==> src/eiku_pkg.sv <==
package eiku_pkg;

  // Fixed field widths
  localparam int unsigned COORD_W       = 12;
  localparam int unsigned DIM_W         = 13;
  localparam int unsigned FRAC_BITS     = 16;
  localparam int unsigned MAX_GRID_DIM  = 4096;
  localparam int unsigned VALUE_BITS_DEF = 32;

  // Configuration register indexes
  localparam int unsigned CFG_IDX_W = 1;
  localparam logic [CFG_IDX_W-1:0] REG_GRID_WIDTH  = 1'b0;
  localparam logic [CFG_IDX_W-1:0] REG_GRID_HEIGHT = 1'b1;

  localparam logic [DIM_W-1:0] DIM_MAX = DIM_W'(MAX_GRID_DIM);

  // Control handed to the root pipeline
  typedef struct packed {
    logic advance;
    logic valid;
  } eiku_ctl_t;

endpackage

==> src/eiku_isqrt.sv <==
module eiku_isqrt
  import eiku_pkg::*;
#(
  parameter int unsigned ROOT_W = 25,
  parameter int unsigned SIDE_W = 66
) (
  input  logic                  clk_i,
  input  logic                  rst_ni,
  input  eiku_ctl_t             ctl_i,
  input  logic [2*ROOT_W-1:0]   rad_i,
  input  logic [SIDE_W-1:0]     side_i,
  output logic                  valid_o,
  output logic [ROOT_W-1:0]     root_o,
  output logic [SIDE_W-1:0]     side_o
);

  localparam int unsigned RAD_W = 2 * ROOT_W;
  localparam int unsigned TRY_W = ROOT_W + 2;

  // One root bit per stage; remainder stays below 2^ROOT_W until the last stage
  logic [ROOT_W-1:0] vld_q;
  logic [ROOT_W-1:0] rem_q  [ROOT_W-1];
  logic [RAD_W-1:0]  rad_q  [ROOT_W-1];
  logic [ROOT_W-1:0] root_q [ROOT_W];
  logic [SIDE_W-1:0] side_q [ROOT_W];

  for (genvar k = 0; k < ROOT_W; k++) begin : g_stage
    logic              vld_in;
    logic [ROOT_W-1:0] rem_in;
    logic [ROOT_W-1:0] root_in;
    logic [RAD_W-1:0]  rad_in;
    logic [SIDE_W-1:0] side_in;
    logic [TRY_W-1:0]  rem_sh;
    logic [TRY_W-1:0]  trial;
    logic              take;

    if (k == 0) begin : g_first
      assign vld_in  = ctl_i.valid;
      assign rem_in  = '0;
      assign root_in = '0;
      assign rad_in  = rad_i;
      assign side_in = side_i;
    end else begin : g_next
      assign vld_in  = vld_q[k-1];
      assign rem_in  = rem_q[k-1];
      assign root_in = root_q[k-1];
      assign rad_in  = rad_q[k-1];
      assign side_in = side_q[k-1];
    end

    assign rem_sh = {rem_in, rad_in[RAD_W-1 -: 2]};
    assign trial  = {root_in, 2'b01};
    assign take   = (rem_sh >= trial);

    always_ff @(posedge clk_i or negedge rst_ni) begin
      if (!rst_ni) begin
        vld_q[k] <= 1'b0;
      end else if (ctl_i.advance) begin
        vld_q[k] <= vld_in;
      end
    end

    always_ff @(posedge clk_i) begin
      if (ctl_i.advance) begin
        root_q[k] <= {root_in[ROOT_W-2:0], take};
        side_q[k] <= side_in;
      end
    end

    if (k < ROOT_W - 1) begin : g_carry
      logic [TRY_W-1:0] rem_nx;
      assign rem_nx = take ? (rem_sh - trial) : rem_sh;
      always_ff @(posedge clk_i) begin
        if (ctl_i.advance) begin
          rem_q[k] <= rem_nx[ROOT_W-1:0];
          rad_q[k] <= {rad_in[RAD_W-3:0], 2'b00};
        end
      end
    end
  end

  assign valid_o = vld_q[ROOT_W-1];
  assign root_o  = root_q[ROOT_W-1];
  assign side_o  = side_q[ROOT_W-1];

endmodule
==> config.mk <==
export PLATFORM = sky130hd
export DESIGN_NAME = eiku_isqrt
export DESIGN_NICKNAME = d
export VERILOG_FILES = /design/src/eiku_pkg.sv /design/src/eiku_isqrt.sv
export SDC_FILE = /design/constraint.sdc
export NUM_CORES = 2
export LEC_CHECK = 0
export BUFFER_PORTS_ARGS = -buffer_cell sky130_fd_sc_hd__buf_2
export CAP_MARGIN = 20
export CELL_PAD_IN_SITES_DETAIL_PLACEMENT = 1
export CELL_PAD_IN_SITES_GLOBAL_PLACEMENT = 1
export CORE_ASPECT_RATIO = 0.8
export CORE_MARGIN = 8
export CORE_UTILIZATION = 35
export CTS_BUF_LIST = sky130_fd_sc_hd__clkbuf_2
export DETAILED_ROUTE_END_ITERATION = 7
export PLACE_DENSITY_LB_ADDON = 0.1
export SKIP_CTS_REPAIR_TIMING = 1
export SLEW_MARGIN = 10
export SYNTH_ARGS = -nofsm -noshare
export SYNTH_HDL_FRONTEND = slang
export SYNTH_SLANG_ARGS = --single-unit
==> constraint.sdc <==
create_clock -name clk_i -period 8.38 [get_ports clk_i]
set_clock_uncertainty 0.2 [all_clocks]
set_input_delay 0 -clock clk_i [delete_from_list [all_inputs] [get_ports clk_i]]
set_output_delay 0 -clock clk_i [all_outputs]
set_load 0.005 [all_outputs]
; Word-level counts from Yosys, hierarchy flattened
; Memories as Yosys holds them, arrays and structs flattened.
; Cells that the tools add are included.
[totals]
reg_bits = 25
ramBits = 4027
in_bits = 120
output_inout_bits = 92
word_cells = 104
mem_count = 4
[op_classes]
addsub = 24
magnitude_cmp = 25
n_mux = 26
[mem_list]
columns = memory, depth, width, rd, rd_ports_with_merged_regs, write_ports, line_no
row1 = side_q, 25, 66, 25, 0, 25, eiku_isqrt.sv:25  ; logic [SIDE_W-1:0] side_q [ROOT_W];
row2 = rad_q, 24, 48, 24, 0, 24, eiku_isqrt.sv:23  ; logic [RAD_W-1:0] rad_q [ROOT_W-1];
row3 = root_q, 25, 25, 25, 0, 25, eiku_isqrt.sv:24  ; logic [ROOT_W-1:0] root_q [ROOT_W];
row4 = rem_q, 24, 25, 24, 0, 24, eiku_isqrt.sv:22  ; logic [ROOT_W-1:0] rem_q [ROOT_W-1];
[op_table]
columns = cell, count
row1 = $ge A27 B27 Y1, 24
row2 = $mux W25, 24
row3 = $sub A25 B25 Y25, 23
row4 = $sub A2 B1 Y3 const B, 1
row5 = $ge A2 B1 Y1 const B, 1
row6 = $mux W1, 2

; Longest topological paths before layout
; An unclocked memory read counts as a cell.
[logic_depth]
word_depth = 3
depth_mapped = 13
mapped_depth_nobuf = 12

; Least setup slack after synthesis
; No wires, ideal clock.
[synth_path]
kind = reg2reg
startpoint = mem rem_q[21][15]
endpoint = mem rem_q[22][10], data pin
setup_ps = 270
t_arrival_ps = 3007
t_required_ps = 7910
slack_ps = 4903
stages_incl_launch_ff = 13
n_path_buf = 3
period_less_slack_ps = 3477
path_cell_list = edfxtp_1 -> ha_1 -> clkbuf_1 -> and4_1 -> nand2_1 -> nor4_1 -> a21oi_1 -> nand2_1 -> nor2_1 -> a211oi_2 -> clkbuf_1 -> clkbuf_1 -> a21oi_1
[synth_rtl]
columns = element, line_no
row1 = "start, declared", eiku_isqrt.sv:22

==> metrics <==
top cell type's share of synthesized area=79.5%; Root Buffer Master=clkbuf_2; RSZ-0062 raised after global routing=no; share of cells above drive strength 1=around 17%; Synth cell types=78; Hold Crit Start=side_q[0][520]$_DFFE_PP_; commonest non-fill, non-tap cell in the layout=edfxtp_1; num rows=approximately 190; first-pass GRT wire length=around 340,000 um; slowest stage cell, crit path=a2111oi_0; Post-Syn Area=~0.12 mm^2; largest net degree at the start of global routing=194; Req. time, crit path=about 9.8 ns; DR vias/cell=about 4.5; fin crit period=4.58 ns; grt ovf=0; CP Max Fanout=40; critical path endpoint category=flop; initial drt markers=3,478; Slew headroom=12.7%; post-DP HPWL=about 140,000 um; Global Route Usage Sum=between 10% and 20%; Pre-Repair DR Iteration Count=5; final RePlAce weighted congestion=between 0.8 and 0.9; DRC violations left=0; Fmax achieved=218 MHz; register bit total from synthesis=around 3,200; Final Hold Viols=0; DRT Wirelength=between 200,000 and 250,000 um; total CTS buffers=slightly below 800; clock-pin slew on the worst setup and hold paths=roughly 0.10 ns; Top delay family on crit path=compound AO/OA/AOI/OAI gates; Max Cap Violations=0; status=complete, no violations; Worst Max-Slew Pin Slew=between 1 and 1.5 ns; Vias=61,108; Initial Util=around a third; CORE AREA=0.338 mm^2; commonest cells after routing, fill and taps aside=edfxtp_1, clkbuf_2, dlygate4sd3_1; Worst VDD drop=0.126 mV; vias in the first global route=approximately 63,000; die area=0.358 mm^2; Die Wd=between 600 and 700 um; Die H=roughly 540 um; Worst Hold Class=reg -> reg; Setup crit start=rem_q[19][0]$_DFFE_PP_; Seq/Total Area, Yosys=80.0%; # clock sinks=around 3,200; Final Cycle Share=54.7%; setup TNS=0 ns; initial antenna violation count=14; Reg area=between 0.09 and 0.1 mm^2; async set-or-reset flop fraction in the synthesized netlist=less than 1%; Synth area leader=edfxtp_1; startpoint types=flop; worst path bufs/invs=1; R2R Path Start=rem_q[19][0]$_DFFE_PP_; Clk Latency, worst-skew pair=about 2 ns; fin nets=8,901; leakage power=slightly above 0.05 uW; Critical Path Max Stage Delay=~0.8 ns; H-tree depth=6; Final setup viols=0; placed inst area=between 0.1 and 0.15 mm^2; CP Cell Sequence=ha_1 -> o21ai_0 -> a2111oi_0 -> a221oi_1 -> o21a_1 -> o221ai_1 -> a21oi_4 -> buf_4 -> a41oi_1 -> nand3b_1 -> xnor2_1; I/O Buffers=211; remaining antenna violation count after routing=0; Synth Warn #=0; # fillers=roughly 34,000; final instance area=0.139 mm^2; Multi-input gate area=between 0.02 and 0.025 mm^2; Post-synth top flop=edfxtp_1; TritonCTS clock tree=done; Clock Path Buffers=4; syn_area_per_cell=about 17 um^2; critical setup path kind=reg -> reg; Post-Synthesis Cells=approximately 7,000; Slew Viols, Final=0; Area growth syn-to-layout=16.7%; Worst Path Arrival=between 5 and 6 ns; Power Density=~250 mW/mm^2; WL/cell=between 15 and 20 um; R2R Setup Slk=3.80 ns; Mapped Nets=approximately 7,300; Synth area leaders=edfxtp_1, ha_1, xnor2_1; EDFF count, synth=between 3,000 and 4,000; IO Pins=between 200 and 250
-- cell type report --
type                    instances  area share, %
multi-input cells            3182           15.7
clock buffers                1102           3.98
clock inverters               206          0.917
repair buffers                852           5.50
diodes                          5        0.00903
inverters                     449           1.22
flip-flops and latches       3168           68.6
well taps                    4535           4.09
-- cell usage after synthesis, types with 10 or more instances --
| library cell | instances |
|---|---|
| edfxtp_1 | 3143 |
| inv_1 | 448 |
| ha_1 | 351 |
| nand2_1 | 345 |
| a21oi_1 | 322 |
| nor2_1 | 311 |
| o21ai_0 | 292 |
| xnor2_1 | 230 |
| xor2_1 | 217 |
| nor3_1 | 125 |
| a21o_1 | 121 |
| nand3_1 | 72 |
| mux2_2 | 70 |
| clkbuf_1 | 69 |
| nand2b_1 | 67 |
| o21a_1 | 67 |
| nor4_1 | 54 |
| or3_1 | 54 |
| nor2b_1 | 50 |
| nand4_1 | 45 |
| or4_1 | 36 |
| o31ai_1 | 31 |
| a31oi_1 | 28 |
| and3_1 | 28 |
| dfrtp_1 | 25 |
| or2_2 | 20 |
| and2_1 | 19 |
| nand3b_1 | 19 |
| a211oi_1 | 18 |
| o211ai_1 | 15 |
| a21boi_0 | 14 |
| mux2i_1 | 10 |
-- through the flow --
stage | setup slack, ns | std cells | utilization, % | total power (uW) | hold slack, ns
global route | 3.61 | 13496 | 41.0 | 36600 | 0.0520
global placement | 3.85 | 11590 | 37.2 | 24400 | -0.199
floorplan | 4.90 | 6878 | - | 22900 | -0.496
CTS | 3.78 | 12898 | 39.2 | 35000 | -2.71
detailed placement | 4.01 | 11590 | 37.2 | 24600 | -0.178
finish | 3.80 | 13499 | 41.0 | 34300 | 0.102
-- kinds of logic after synthesis --
logic type	synth area share, %
flip-flops	80.0
multiplexers	0.748
AND/OR/NAND/NOR	5.34
XOR/XNOR	3.30
other	0.00316
adder cells (fa/ha/maj)	3.70
buffers and inverters	1.67
AO/OA/AOI/OAI	5.21
-- routing by layer --
| metal | vias up | track usage (%) | wire length [um] |
|---|---|---|---|
| li1 | 29569 | - | - |
| met1 | 29938 | 16.5 | 108000 |
| met2 | 1110 | 17.8 | 101000 |
| met3 | 483 | 2.87 | 10700 |
| met4 | 8 | 4.63 | 6370 |
| met5 | - | 0 | 58 |
-- power by group --
group	switching (uW)	internal [uW]	total (uW)
sequential	731	19200	19900
clock	6170	3770	9930
combinational	2540	1920	4460
-- sequential cells by signal, summed over array words and instances, names as in the netlist --
name	flops
g_stage.vld_in	24
rem_q	568
root_q	325
rad_q	600
side_q	1650
valid_o	1
-- worst paths after layout --
path,end,cells past startpoint
max in group asynchronous,g_stage[14].vld_in$_DFFE_PN0P_,8
hold / removal,side_q[0][586]$_DFFE_PP_,0
hold reg to reg,side_q[0][586]$_DFFE_PP_,0
min in group asynchronous,g_stage[5].vld_in$_DFFE_PN0P_,8
setup reg to reg,rem_q[20][24]$_DFFE_PP_,11
setup / recovery,rem_q[20][24]$_DFFE_PP_,11
(Power assumes the default switching activity.)
